===== config.mk =====
export PLATFORM = sky130hd
export DESIGN_NAME = waypoint_segment_sequencer_top
export DESIGN_NICKNAME = d
export VERILOG_FILES = /design/src/wss_pkg.sv /design/src/wss_datapath.sv /design/src/wss_ctrl.sv /design/src/waypoint_segment_sequencer_top.sv
export VERILOG_INCLUDE_DIRS = /design/src /design/src/src
export SDC_FILE = /design/constraint.sdc
export NUM_CORES = 2
export LEC_CHECK = 0
export ABC_AREA = 1
export BUFFER_PORTS_ARGS = -buffer_cell sky130_fd_sc_hd__buf_2
export CAP_MARGIN = 20
export CORE_MARGIN = 1
export CORE_UTILIZATION = 50
export DETAILED_ROUTE_END_ITERATION = 10
export PLACE_DENSITY = 0.76
export SLEW_MARGIN = 0
export SYNTH_ARGS = -nofsm -noshare
export SYNTH_HDL_FRONTEND = slang
export SYNTH_SLANG_ARGS = --single-unit
export TNS_END_PERCENT = 10

===== constraint.sdc =====
create_clock -name clk -period 25.2 [get_ports clk]
set_input_delay 2.52 -clock clk [delete_from_list [all_inputs] [get_ports clk]]
set_output_delay 2.52 -clock clk [all_outputs]
set_load 0.05 [all_outputs]

===== src/waypoint_segment_sequencer_top_macros.svh =====
// Assertion macros shared by the waypoint segment sequencer RTL.
// Included by the modules that carry concurrent checks; no other dependencies.
`ifndef WAYPOINT_SEGMENT_SEQUENCER_TOP_MACROS_SVH
`define WAYPOINT_SEGMENT_SEQUENCER_TOP_MACROS_SVH

`ifndef SYNTHESIS
// Same-cycle implication, disabled while reset is held
`define WSS_ASSERT_IMPL(lbl, ck, rn, ante, cons) \
  lbl: assert property (@(posedge ck) disable iff (!(rn)) (ante) |-> (cons)) \
    else $error("wss: same-cycle check failed");
// Next-cycle implication, disabled while reset is held
`define WSS_ASSERT_NEXT(lbl, ck, rn, ante, cons) \
  lbl: assert property (@(posedge ck) disable iff (!(rn)) (ante) |=> (cons)) \
    else $error("wss: next-cycle check failed");
`else
`define WSS_ASSERT_IMPL(lbl, ck, rn, ante, cons)
`define WSS_ASSERT_NEXT(lbl, ck, rn, ante, cons)
`endif

`endif


===== src/wss_pkg.sv =====
// Shared types and constants of the waypoint segment sequencer.
// No dependencies; used by wss_ctrl, wss_datapath and the top level.
`default_nettype none

package wss_pkg;

  // Fixed field widths
  localparam int KIND_BITS    = 2;
  localparam int RADIUS_BITS  = 24;
  localparam int PENDING_BITS = 5;

  localparam logic [RADIUS_BITS-1:0] RADIUS_RESET = 24'd1000;

  // Item kinds carried in tuser
  localparam logic [KIND_BITS-1:0] KIND_WAYPOINT = 2'd0;
  localparam logic [KIND_BITS-1:0] KIND_POSITION = 2'd1;
  localparam logic [KIND_BITS-1:0] KIND_TICK     = 2'd2;

  // Shared multiplier operand select
  localparam logic [1:0] MUL_SEL_DX  = 2'd0;
  localparam logic [1:0] MUL_SEL_DY  = 2'd1;
  localparam logic [1:0] MUL_SEL_RAD = 2'd2;

  // Controller to datapath commands
  typedef struct packed {
    logic       ld_start;   // first waypoint becomes segment start
    logic       ld_goal;    // second waypoint becomes segment end
    logic       push;       // queue a waypoint
    logic       set_drop;   // queue full, set sticky flag
    logic       ld_pos;     // capture position estimate
    logic       diff;       // register |dx|, |dy|
    logic       mul_en;     // run the shared multiplier
    logic [1:0] mul_sel;
    logic       advance;    // advance segment if within radius
    logic       emit;       // load the output register
  } wss_cmd_t;

  // Datapath to controller status
  typedef struct packed {
    logic empty;
    logic full;
    logic near;
    logic out_free;
  } wss_sts_t;

endpackage

`default_nettype wire


===== src/wss_datapath.sv =====
// Datapath: segment registers, waypoint queue memory, squared-distance unit, output register.
// Depends on wss_pkg and waypoint_segment_sequencer_top_macros.svh.
`default_nettype none
`include "waypoint_segment_sequencer_top_macros.svh"

module wss_datapath #(
  parameter int QUEUE_DEPTH = 16,
  parameter int COORD_BITS  = 24,
  parameter int OUT_TW      = 104
) (
  input  wire                                clk,
  input  wire                                rst_n,
  input  wire  wss_pkg::wss_cmd_t            cmd,
  output wss_pkg::wss_sts_t                  sts,
  input  wire  [COORD_BITS-1:0]              in_x,
  input  wire  [COORD_BITS-1:0]              in_y,
  input  wire                                cfg_we,
  input  wire  [wss_pkg::RADIUS_BITS-1:0]    cfg_radius,
  input  wire                                out_tready,
  output logic                               out_tvalid,
  output logic [OUT_TW-1:0]                  out_tdata
);

  localparam int CB  = COORD_BITS;
  localparam int RB  = wss_pkg::RADIUS_BITS;
  localparam int PB  = wss_pkg::PENDING_BITS;
  localparam int AW  = $clog2(QUEUE_DEPTH);
  localparam int FW  = $clog2(QUEUE_DEPTH + 1);
  localparam int MW  = (CB + 1 > RB) ? CB + 1 : RB;
  localparam int PW  = 2 * MW;

  // Configuration
  logic [RB-1:0] radius_r;

  // Segment end points
  logic [CB-1:0] start_x_r, start_y_r, goal_x_r, goal_y_r;

  // Queue bookkeeping
  logic [AW-1:0] head_r, tail_r;
  logic [FW-1:0] fill_r;
  logic          drop_r;

  // Queue memory, entry = {y, x}
  logic [2*CB-1:0] mem [QUEUE_DEPTH];
  logic [2*CB-1:0] rd_data_r;

  // Distance unit
  logic [CB-1:0]  pos_x_r, pos_y_r;
  logic [CB:0]    dx_r, dy_r;
  logic [PW-1:0]  prod_x_r, prod_y_r, prod_r_r;
  logic signed [CB:0] diff_x, diff_y;
  logic [CB:0]    mag_x, mag_y;
  logic [MW-1:0]  mul_op;
  logic [PW-1:0]  mul_res;
  logic [PW:0]    dist_sum;

  // Output register
  logic              out_valid_r;
  logic [OUT_TW-1:0] out_data_r;

  logic [AW-1:0] head_inc, tail_inc;
  logic          advance_go;

  // Pointer wrap
  assign head_inc = (head_r == AW'(QUEUE_DEPTH - 1)) ? '0 : head_r + AW'(1);
  assign tail_inc = (tail_r == AW'(QUEUE_DEPTH - 1)) ? '0 : tail_r + AW'(1);

  // Status
  assign sts.empty    = (fill_r == '0);
  assign sts.full     = (fill_r == FW'(QUEUE_DEPTH));
  assign sts.out_free = !out_valid_r || out_tready;
  assign dist_sum     = {1'b0, prod_x_r} + {1'b0, prod_y_r};
  assign sts.near     = (dist_sum < {1'b0, prod_r_r});

  assign advance_go = cmd.advance && sts.near;

  // Absolute differences to the goal, one bit wider than a coordinate
  always_comb begin
    diff_x = signed'({goal_x_r[CB-1], goal_x_r}) - signed'({pos_x_r[CB-1], pos_x_r});
    diff_y = signed'({goal_y_r[CB-1], goal_y_r}) - signed'({pos_y_r[CB-1], pos_y_r});
    mag_x  = diff_x[CB] ? unsigned'(-diff_x) : unsigned'(diff_x);
    mag_y  = diff_y[CB] ? unsigned'(-diff_y) : unsigned'(diff_y);
  end

  // Shared squarer operand
  always_comb begin
    case (cmd.mul_sel)
      wss_pkg::MUL_SEL_DX:  mul_op = MW'(dx_r);
      wss_pkg::MUL_SEL_DY:  mul_op = MW'(dy_r);
      wss_pkg::MUL_SEL_RAD: mul_op = MW'(radius_r);
      default:              mul_op = '0;
    endcase
    mul_res = PW'(mul_op) * PW'(mul_op);
  end

  // Arrival radius register
  always_ff @(posedge clk) begin
    if (!rst_n) begin
      radius_r <= wss_pkg::RADIUS_RESET;
    end else if (cfg_we) begin
      radius_r <= cfg_radius;
    end
  end

  // Queue memory: write at tail, registered read at head
  always_ff @(posedge clk) begin
    if (cmd.push) begin
      mem[tail_r] <= {in_y, in_x};
    end
    rd_data_r <= mem[head_r];
  end

  // Queue pointers, fill level and sticky drop flag
  always_ff @(posedge clk) begin
    if (!rst_n) begin
      head_r <= '0;
      tail_r <= '0;
      fill_r <= '0;
      drop_r <= 1'b0;
    end else begin
      if (cmd.push) begin
        tail_r <= tail_inc;
        fill_r <= fill_r + FW'(1);
      end else if (advance_go) begin
        head_r <= head_inc;
        fill_r <= fill_r - FW'(1);
      end
      if (cmd.set_drop) begin
        drop_r <= 1'b1;
      end
    end
  end

  // Segment start and end
  always_ff @(posedge clk) begin
    if (!rst_n) begin
      start_x_r <= '0;
      start_y_r <= '0;
      goal_x_r  <= '0;
      goal_y_r  <= '0;
    end else if (cmd.ld_start) begin
      start_x_r <= in_x;
      start_y_r <= in_y;
    end else if (cmd.ld_goal) begin
      goal_x_r <= in_x;
      goal_y_r <= in_y;
    end else if (advance_go) begin
      start_x_r <= goal_x_r;
      start_y_r <= goal_y_r;
      goal_x_r  <= rd_data_r[CB-1:0];
      goal_y_r  <= rd_data_r[2*CB-1:CB];
    end
  end

  // Distance pipeline registers
  always_ff @(posedge clk) begin
    if (cmd.ld_pos) begin
      pos_x_r <= in_x;
      pos_y_r <= in_y;
    end
    if (cmd.diff) begin
      dx_r <= mag_x;
      dy_r <= mag_y;
    end
    if (cmd.mul_en) begin
      case (cmd.mul_sel)
        wss_pkg::MUL_SEL_DX:  prod_x_r <= mul_res;
        wss_pkg::MUL_SEL_DY:  prod_y_r <= mul_res;
        wss_pkg::MUL_SEL_RAD: prod_r_r <= mul_res;
        default:              prod_r_r <= prod_r_r;
      endcase
    end
  end

  // Output register: {overflowed, pending_count, end_y, end_x, start_y, start_x}
  always_ff @(posedge clk) begin
    if (!rst_n) begin
      out_valid_r <= 1'b0;
    end else if (cmd.emit) begin
      out_valid_r <= 1'b1;
    end else if (out_tready) begin
      out_valid_r <= 1'b0;
    end
  end

  always_ff @(posedge clk) begin
    if (cmd.emit) begin
      out_data_r <= OUT_TW'({drop_r, PB'(fill_r), goal_y_r, goal_x_r, start_y_r, start_x_r});
    end
  end

  assign out_tvalid = out_valid_r;
  assign out_tdata  = out_data_r;

  // Checks
  `WSS_ASSERT_IMPL(a_fill_bound, clk, rst_n, 1'b1, fill_r <= FW'(QUEUE_DEPTH))
  `WSS_ASSERT_IMPL(a_emit_free, clk, rst_n, cmd.emit, !out_valid_r || out_tready)
  `WSS_ASSERT_NEXT(a_drop_sticky, clk, rst_n, drop_r, drop_r)
  `WSS_ASSERT_IMPL(a_no_pop_empty, clk, rst_n, advance_go, fill_r != '0)

endmodule

`default_nettype wire


===== src/wss_ctrl.sv =====
// Controller FSM: decodes item kinds, tracks waypoints seen, sequences the distance check.
// Depends on wss_pkg and waypoint_segment_sequencer_top_macros.svh.
`default_nettype none
`include "waypoint_segment_sequencer_top_macros.svh"

module wss_ctrl (
  input  wire                                clk,
  input  wire                                rst_n,
  input  wire                                in_tvalid,
  output logic                               in_tready,
  input  wire  [wss_pkg::KIND_BITS-1:0]      in_kind,
  output wss_pkg::wss_cmd_t                  cmd,
  input  wire  wss_pkg::wss_sts_t            sts
);

  localparam logic [2:0] ST_IDLE = 3'd0;
  localparam logic [2:0] ST_DIFF = 3'd1;
  localparam logic [2:0] ST_MX   = 3'd2;
  localparam logic [2:0] ST_MY   = 3'd3;
  localparam logic [2:0] ST_MR   = 3'd4;
  localparam logic [2:0] ST_CMP  = 3'd5;
  localparam logic [2:0] ST_EMIT = 3'd6;

  localparam logic [1:0] SEEN_NONE = 2'd0;
  localparam logic [1:0] SEEN_ONE  = 2'd1;
  localparam logic [1:0] SEEN_TWO  = 2'd2;

  logic [2:0] state_r, state_nxt;
  logic [1:0] seen_r, seen_nxt;
  logic       accept;

  assign in_tready = (state_r == ST_IDLE);
  assign accept    = in_tvalid && in_tready;

  // Next state and commands
  always_comb begin
    state_nxt = state_r;
    seen_nxt  = seen_r;
    cmd       = '0;
    unique case (state_r)
      ST_IDLE: begin
        if (accept) begin
          case (in_kind)
            wss_pkg::KIND_WAYPOINT: begin
              if (seen_r == SEEN_NONE) begin
                cmd.ld_start = 1'b1;
                seen_nxt     = SEEN_ONE;
              end else if (seen_r == SEEN_ONE) begin
                cmd.ld_goal = 1'b1;
                seen_nxt    = SEEN_TWO;
              end else if (sts.full) begin
                cmd.set_drop = 1'b1;
              end else begin
                cmd.push = 1'b1;
              end
            end
            wss_pkg::KIND_POSITION: begin
              if (!sts.empty) begin
                cmd.ld_pos = 1'b1;
                state_nxt  = ST_DIFF;
              end
            end
            wss_pkg::KIND_TICK: begin
              if (seen_r == SEEN_TWO) begin
                if (sts.out_free) begin
                  cmd.emit = 1'b1;
                end else begin
                  state_nxt = ST_EMIT;
                end
              end
            end
            default: ;
          endcase
        end
      end
      ST_DIFF: begin
        cmd.diff  = 1'b1;
        state_nxt = ST_MX;
      end
      ST_MX: begin
        cmd.mul_en  = 1'b1;
        cmd.mul_sel = wss_pkg::MUL_SEL_DX;
        state_nxt   = ST_MY;
      end
      ST_MY: begin
        cmd.mul_en  = 1'b1;
        cmd.mul_sel = wss_pkg::MUL_SEL_DY;
        state_nxt   = ST_MR;
      end
      ST_MR: begin
        cmd.mul_en  = 1'b1;
        cmd.mul_sel = wss_pkg::MUL_SEL_RAD;
        state_nxt   = ST_CMP;
      end
      ST_CMP: begin
        cmd.advance = 1'b1;
        state_nxt   = ST_IDLE;
      end
      ST_EMIT: begin
        if (sts.out_free) begin
          cmd.emit  = 1'b1;
          state_nxt = ST_IDLE;
        end
      end
      default: state_nxt = ST_IDLE;
    endcase
  end

  // State registers
  always_ff @(posedge clk) begin
    if (!rst_n) begin
      state_r <= ST_IDLE;
      seen_r  <= SEEN_NONE;
    end else begin
      state_r <= state_nxt;
      seen_r  <= seen_nxt;
    end
  end

  // Checks
  `WSS_ASSERT_IMPL(a_accept_idle, clk, rst_n, in_tvalid && in_tready, state_r == ST_IDLE)
  `WSS_ASSERT_IMPL(a_seen_sat, clk, rst_n, 1'b1, seen_r <= SEEN_TWO)
  `WSS_ASSERT_NEXT(a_pos_starts, clk, rst_n, cmd.ld_pos, state_r == ST_DIFF)

endmodule

`default_nettype wire


===== src/waypoint_segment_sequencer_top.sv =====
// Top level of the waypoint segment sequencer: stream ports, controller and datapath.
// Depends on wss_pkg, wss_ctrl and wss_datapath.
//
// Keeps a guidance segment (start, end) and a queue of up to QUEUE_DEPTH pending
// waypoints. Waypoint items and most publish ticks leave the block idle; kind 3 is ignored.
// A position item with a non-empty queue holds off further items until the check
// is done: |dx|,|dy| are registered, then one shared squarer computes dx^2, dy^2
// and r^2 in turn, and a last state compares the sum and advances the segment.
// A tick that finds the output register still occupied waits there, holding off
// further items, until the previous result is taken. The arrival radius may be
// written at any time the block is idle; cfg_tready is always high.
`default_nettype none

module waypoint_segment_sequencer_top #(
  parameter int QUEUE_DEPTH = 16,
  parameter int COORD_BITS  = 24
) (
  input  wire                                    clk,
  input  wire                                    rst_n,
  // Input stream
  input  wire                                    in_tvalid,
  output logic                                   in_tready,
  input  wire  [((2*COORD_BITS+7)/8)*8-1:0]      in_tdata,  // x_coord, y_coord
  input  wire  [wss_pkg::KIND_BITS-1:0]          in_tuser,  // kind
  // Result stream
  output logic                                   out_tvalid,
  input  wire                                    out_tready,
  // seg_start_x, seg_start_y, seg_end_x, seg_end_y, pending_count, overflowed
  output logic [((4*COORD_BITS+wss_pkg::PENDING_BITS+1+7)/8)*8-1:0] out_tdata,
  // Configuration write
  input  wire                                    cfg_tvalid,
  output logic                                   cfg_tready,
  input  wire  [wss_pkg::RADIUS_BITS-1:0]        cfg_tdata  // arrival_radius_mm
);

  localparam int OUT_TW = ((4*COORD_BITS + wss_pkg::PENDING_BITS + 1 + 7) / 8) * 8;

  wss_pkg::wss_cmd_t cmd;
  wss_pkg::wss_sts_t sts;

  assign cfg_tready = 1'b1;

  wss_ctrl u_ctrl (
    .clk       (clk),
    .rst_n     (rst_n),
    .in_tvalid (in_tvalid),
    .in_tready (in_tready),
    .in_kind   (in_tuser),
    .cmd       (cmd),
    .sts       (sts)
  );

  wss_datapath #(
    .QUEUE_DEPTH (QUEUE_DEPTH),
    .COORD_BITS  (COORD_BITS),
    .OUT_TW      (OUT_TW)
  ) u_datapath (
    .clk        (clk),
    .rst_n      (rst_n),
    .cmd        (cmd),
    .sts        (sts),
    .in_x       (in_tdata[COORD_BITS-1:0]),
    .in_y       (in_tdata[2*COORD_BITS-1:COORD_BITS]),
    .cfg_we     (cfg_tvalid && cfg_tready),
    .cfg_radius (cfg_tdata),
    .out_tready (out_tready),
    .out_tvalid (out_tvalid),
    .out_tdata  (out_tdata)
  );

endmodule

`default_nettype wire


# Word-level counts from Yosys, hierarchy flattened

Memory sizes are Yosys's and may differ from the RTL's. A register that Yosys moved wholly into a read port is not among the register bits.
Cells that the tools add are included.

Add/sub/neg operators: 9
Multipliers: 1
Order comparisons: 1
Equal/unequal tests: 22
Mux-type cells: 49
Bitwise logic cells: 2
Reduce and logical (&&, ||, !) cells: 22

Operator list:

| operator              | count |
|---|---|
| $mux W24              | 12 |
| $pmux W25 S3          | 1 |
| $add A50 B50 Y51      | 1 |
| $lt A51 B50 Y1        | 1 |
| $mul A25 B25 Y50      | 1 |
| $neg A25 Y25          | 2 |
| $sub A24 B24 Y25      | 2 |
| $mux W5               | 4 |
| $mux W3               | 6 |
| $pmux W3 S6           | 1 |
| $mux W1               | 16 |
| $mux W4               | 3 |
| $ne A3 B3 Y1 const B  | 4 |
| $reduce_and A2 Y1     | 6 |
| $reduce_bool A2 Y1    | 5 |
| $eq A3 B3 Y1 const B  | 3 |
| $pmux W3 S3           | 1 |
| $add A4 B1 Y4 const B | 2 |
| $eq A4 B4 Y1 const B  | 2 |
| $eq A2 B1 Y1 const B  | 3 |
| $eq A2 B2 Y1 const B  | 3 |
| $eq A3 B2 Y1 const B  | 2 |
| $logic_not A2 Y1      | 3 |
| $mux W2               | 3 |
| 16 further kinds      | 19 |

Flip-flop bits (word level): 490
Memory bits (writable): 768
Input port bits: 79
Output and inout port bits: 107
Logic and storage cells: 129
Memories kept: 1

Memories:

| name           | depth | bits a word | read ports | clocked after Yosys merged registers in | write ports | line               | text |
|---|---|---|---|---|---|---|---|
| u_datapath.mem | 16    | 48          | 1          | 1                                       | 1           | wss_datapath.sv:44 | `logic [2*CB-1:0] mem [QUEUE_DEPTH];` |

# Logic depth before layout (Yosys ltp)

Depth after elaboration: 9
Gate-level depth with buffers: 36
Mapped depth without buffers: 34

# Hierarchy

Synthesis repeated with hierarchy kept, for this count alone.

Cells, all modules: 7,521
Area, all modules: 75,711.4 um^2

By module, submodules not included:

| module                         | times used | cells an instance | area each (um^2) | sequential area each (um^2) |
|---|---|---|---|---|
| wss_datapath                   | 1          | 7,451             | 75,301.0         | 37,145.6 |
| wss_ctrl                       | 1          | 68                | 399.1            | 100.1 |
| waypoint_segment_sequencer_top | 1          | 2                 | 11.3             | 0.0 |

# Worst setup path before layout

No wires, ideal clock.

Path kind: reg-to-reg
From: register u_ctrl.state_r[1]
To: register u_datapath.prod_r_r[41] (data pin)
Library setup time: 0.267 ns
Data arrival time: 8.265 ns
Slack: 16.668 ns
Stages on the path, launching flop included: 34
Path buffers: 2
Clock period less this slack: 8.532 ns
Path through: dfxtp_1 nor2_1 inv_2 nor2_2 inv_1 clkbuf_1 o21ai_0 a21oi_1 buf_2 inv_1 nand2_1 fa_1 inv_1 fa_1 inv_1 fa_1 inv_1 fa_1 inv_1 fa_1 inv_1 fa_1 inv_1 fa_1 inv_1 ha_1 nand2_1 nor2_1 inv_1 nor4_1 a21oi_1 o21ai_0 a21oi_1 xnor2_1

Cells in the longest elaborated chain, start to end: 5

Ends and longest elaborated chain:

| element                                             | line                | text |
|---|---|---|
| start: declaration                                  | wss_ctrl.sv:28      | `logic [2:0] state_r, state_nxt;` |
| start signal: assignment                            | wss_ctrl.sv:115     | `state_r <= state_nxt;` |
| $eq A3 B3 Y1 / $eq A3 B2 Y1 (equally long branches) | wss_ctrl.sv:40      | `unique case (state_r)` |
| $pmux W3 S3 *                                       | wss_ctrl.sv:40      |  |
| $eq A2 B2 Y1 (tied with other cells)                | wss_datapath.sv:87  | `case (cmd.mul_sel)` |
| $pmux W25 S3 *                                      | wss_datapath.sv:87  |  |
| $mul A25 B25 Y50 *                                  | wss_datapath.sv:93  | `mul_res = PW'(mul_op) * PW'(mul_op);` |
| named net u_datapath.mul_res[41]                    | wss_datapath.sv:54  | `logic [PW-1:0] mul_res;` |
| end signal: assignment                              | wss_datapath.sv:169 | `wss_pkg::MUL_SEL_RAD: prod_r_r <= mul_res;` |
| end signal: assignment                              | wss_datapath.sv:170 | `default: prod_r_r <= prod_r_r;` |
| end: declaration                                    | wss_datapath.sv:50  | `logic [PW-1:0] prod_x_r, prod_y_r, prod_r_r;` |

The timed path passes the listed nets; every way through them passes the cells marked *.
A chain may end at the register's enable or synchronous reset.

# Worst setup path in the final report

From: register u_ctrl.state_r[1]
To: register u_datapath.prod_y_r[44] (data pin)

Cells in the longest elaborated chain, start to end: 5

Ends and longest elaborated chain:

| element                                             | line                | text |
|---|---|---|
| $eq A3 B3 Y1 / $eq A3 B2 Y1 (equally long branches) | wss_ctrl.sv:40      |  |
| $pmux W3 S3 *                                       | wss_ctrl.sv:40      |  |
| $eq A2 B2 Y1 (tied with other cells)                | wss_datapath.sv:87  |  |
| $pmux W25 S3 *                                      | wss_datapath.sv:87  |  |
| $mul A25 B25 Y50 *                                  | wss_datapath.sv:93  |  |
| named net u_datapath.mul_res[44]                    | wss_datapath.sv:54  |  |
| end signal: assignment                              | wss_datapath.sv:168 | `wss_pkg::MUL_SEL_DY: prod_y_r <= mul_res;` |
| end: declaration                                    | wss_datapath.sv:50  |  |

Marked as above.

==> metrics <==
status complete, no violations; Initial Utilization 0.505; Starting DRT DRC Count 6,312; GRT Util Overall 0.280; dpl hpwl 145,000 µm; max incr delay on CP 660 ps; Yosys cell types 52; drt first pass iters 6; Synth Instances 7,324; number of global-route vias before repair between 50,000 and 60,000; Slew headroom 0.234; vias per cell ~5.7; Vert. Die Dim about 390 µm; Fin. Hold Viols 0; Reg area roughly 37,000 µm²; Hold Buf Count CTS 0; Synth area leader edfxtp_1; clk_skew 61.5 ps; slowest CP cell nor2_4; routability cong. about 1.0; Max-cap violations 0; drc violations 0; count leader, synth edfxtp_1; pre-CTS setup slack 15,700 ps; crit path kind reg -> reg; Post-synth EDFFs about 1,100; WL/cell 22.4 µm; Least-Margin Pin Slew 1150 ps; Total Nets Final 8,325; Yosys warnings 0; Cell Rows 141; CTS clk-pin slew, worst paths around 60 ps; Hold Slack about 430 ps; Clock H-tree levels 4; fin crit share 0.381; share of cells above drive strength 1 0.0813; postcts setup bufs 0; core area 148,000 µm²; total die area between 150,000 and 200,000 µm²; data required time of the worst path 25,760 ps; Syn Area/Cell 10.2 µm²; most instantiated cells after synthesis 1,115 x edfxtp_1, 1,113 x inv_1, 1,041 x nand2_1; clk buf depth 3; global-route wire length before repair 318,000 µm; area grow syn2layout 9.94%; final slew viol count 0; CP endpoint kind flop; Async SR Flop Fraction 0; I/O pin count around 190; initial antenna violation count 24; Seq/Total Area, Yosys 0.499; fillers 12,400; Worst EP arrival 10,170 ps; cts repair resizes 0; I/O Buffers 182; total wire length 212,000 µm; CTS Root Cell clkbuf_16; post-route antenna net violation count 0; Worst Hold Class reg -> reg; Setup TNS 0 ps; CTS tree yes; Num Clock Sinks ~1,300; Critical Path Start Type flop; Tmin final 9610 ps; largest net degree at the start of global routing between 200 and 250; final core utilization 0.555; top cells by area, synth edfxtp_1 45%, fa_1 13%, ha_1 5.6%; Main synth FF type edfxtp_1; CTS Buf Count 134; later-pin clock latency in the skew report 790 ps; RSZ-0062 raised after global routing no; Fmax achieved 0.104 GHz; Final setup viols 0; setup ws final 15,590 ps; top fanout value on the critical path 43; Remaining Overflow, GRT 0; Multi-input gate area 32,200 µm²; synthesized area ~75,000 µm²; routed via count 54,400; die width between 300 and 400 µm; share of the synthesized area in the top cell type 0.448; #FFs+latches synth between 1,000 and 1,500
-- cell usage in the layout, fill, tap and decap left out, types with 6 or more instances in the layout --
| cell | Yosys | routed |
|---|---|---|
| buf_2 | 55 | 181 |
| clkinv_16 | 0 | 9 |
| o21ai_0 | 578 | 577 |
| fa_1 | 470 | 470 |
| nor4_1 | 9 | 9 |
| dfxtp_1 | 188 | 185 |
| clkbuf_1 | 186 | 35 |
| ha_1 | 337 | 337 |
| o21ai_1 | 24 | 25 |
| clkinv_2 | 0 | 19 |
| nor2_1 | 908 | 889 |
| o21a_1 | 16 | 16 |
| diode_2 | 0 | 6 |
| nand3_1 | 293 | 293 |
| inv_1 | 1113 | 1109 |
| buf_4 | 6 | 74 |
| nand2_2 | 8 | 8 |
| o221ai_1 | 82 | 82 |
| o21bai_1 | 13 | 13 |
| o211ai_1 | 19 | 19 |
| clkbuf_16 | 0 | 135 |
| nor2_2 | 13 | 11 |
| xnor2_1 | 51 | 51 |
| nor3_1 | 36 | 35 |
| a31oi_1 | 18 | 18 |
| o22ai_1 | 110 | 110 |
| a21o_1 | 14 | 14 |
| bufinv_16 | 0 | 8 |
| nand3_2 | 13 | 13 |
| nor2_4 | 1 | 22 |
| inv_2 | 14 | 14 |
| clkbuf_8 | 0 | 11 |
| clkinv_1 | 8 | 28 |
| nand2_1 | 1041 | 1039 |
| xor2_1 | 99 | 99 |
| a21oi_2 | 76 | 77 |
| edfxtp_1 | 1115 | 1115 |
| nand3b_1 | 10 | 10 |
| nand4_1 | 41 | 41 |
| a21oi_1 | 296 | 292 |
-- registers in the layout, summed over array words and instances, names as in the netlist, 25 cells and up --
register / flops
u_datapath.rd_data_r: 48
u_datapath.mem: 768
u_datapath.prod_x_r: 49
u_datapath.dx_r: 25
u_datapath.prod_r_r: 49
u_datapath.prod_y_r: 49
u_datapath.out_tdata: 102
u_datapath.dy_r: 25
-- through the flow --
step | cells | cell area [µm²]
after floorplan | 7325 | 74700
after global placement | 9232 | 77600
after detailed placement | 9232 | 77600
after CTS | 9479 | 82100
after global routing | 9481 | 82100
final | 9486 | 82100
-- layout make-up --
class,instances,share of cell area
flip-flops and latches,1303,0.454
multi-input cells,4608,0.392
inverters,1135,0.0520
clock buffers,181,0.0446
well taps,1930,0.0294
repair buffers,257,0.0184
clock inverters,66,0.0100
diodes,6,0.000183
-- layer usage --
layer | vias up | part of all wire | routed length (µm) | track usage
li1 | 24600 | - | - | -
met5 | - | 0.00081 | 172 | 0
met4 | 28 | 0.043 | 9030 | 0.120
met2 | 2817 | 0.47 | 99400 | 0.452
met3 | 509 | 0.10 | 22000 | 0.0526
met1 | 26500 | 0.38 | 81400 | 0.369
-- critical path, delay by kind of cell, from the launching register on --
family | cells | cell delay (ps)
xor+xnor | 1 | 340
compound gates | 3 | 500
simple gates | 8 | 2160
fa+ha+maj | 8 | 3890
flops | 1 | 420
buf+inv | 10 | 2040
-- cell families after synthesis --
family                     Yosys count  synth area share
AOI/OAI and AO/OA                 1260            0.0972
buffers and inverters             1414            0.0737
and+or+nand+nor                   2388             0.130
adders and majority gates          807             0.182
DFF                               1303             0.499
other                                2          0.000101
xor gates and xnor gates           150            0.0176
-- final timing paths --
check,start,to,slack [ps],cells after the start
worst min-delay path,u_datapath.start_y_r[2],u_datapath.out_tdata[26],430,0
worst max register to register,u_ctrl.state_r[1],u_datapath.prod_y_r[44],15590,30
worst min register to register,u_datapath.start_y_r[2],u_datapath.out_tdata[26],430,0
worst max-delay path,u_ctrl.state_r[1],u_datapath.prod_y_r[44],15590,30
Power is left out: the tool's default activity adds up to more than one toggle a clock period on the data nets, which glitch-free logic cannot reach.
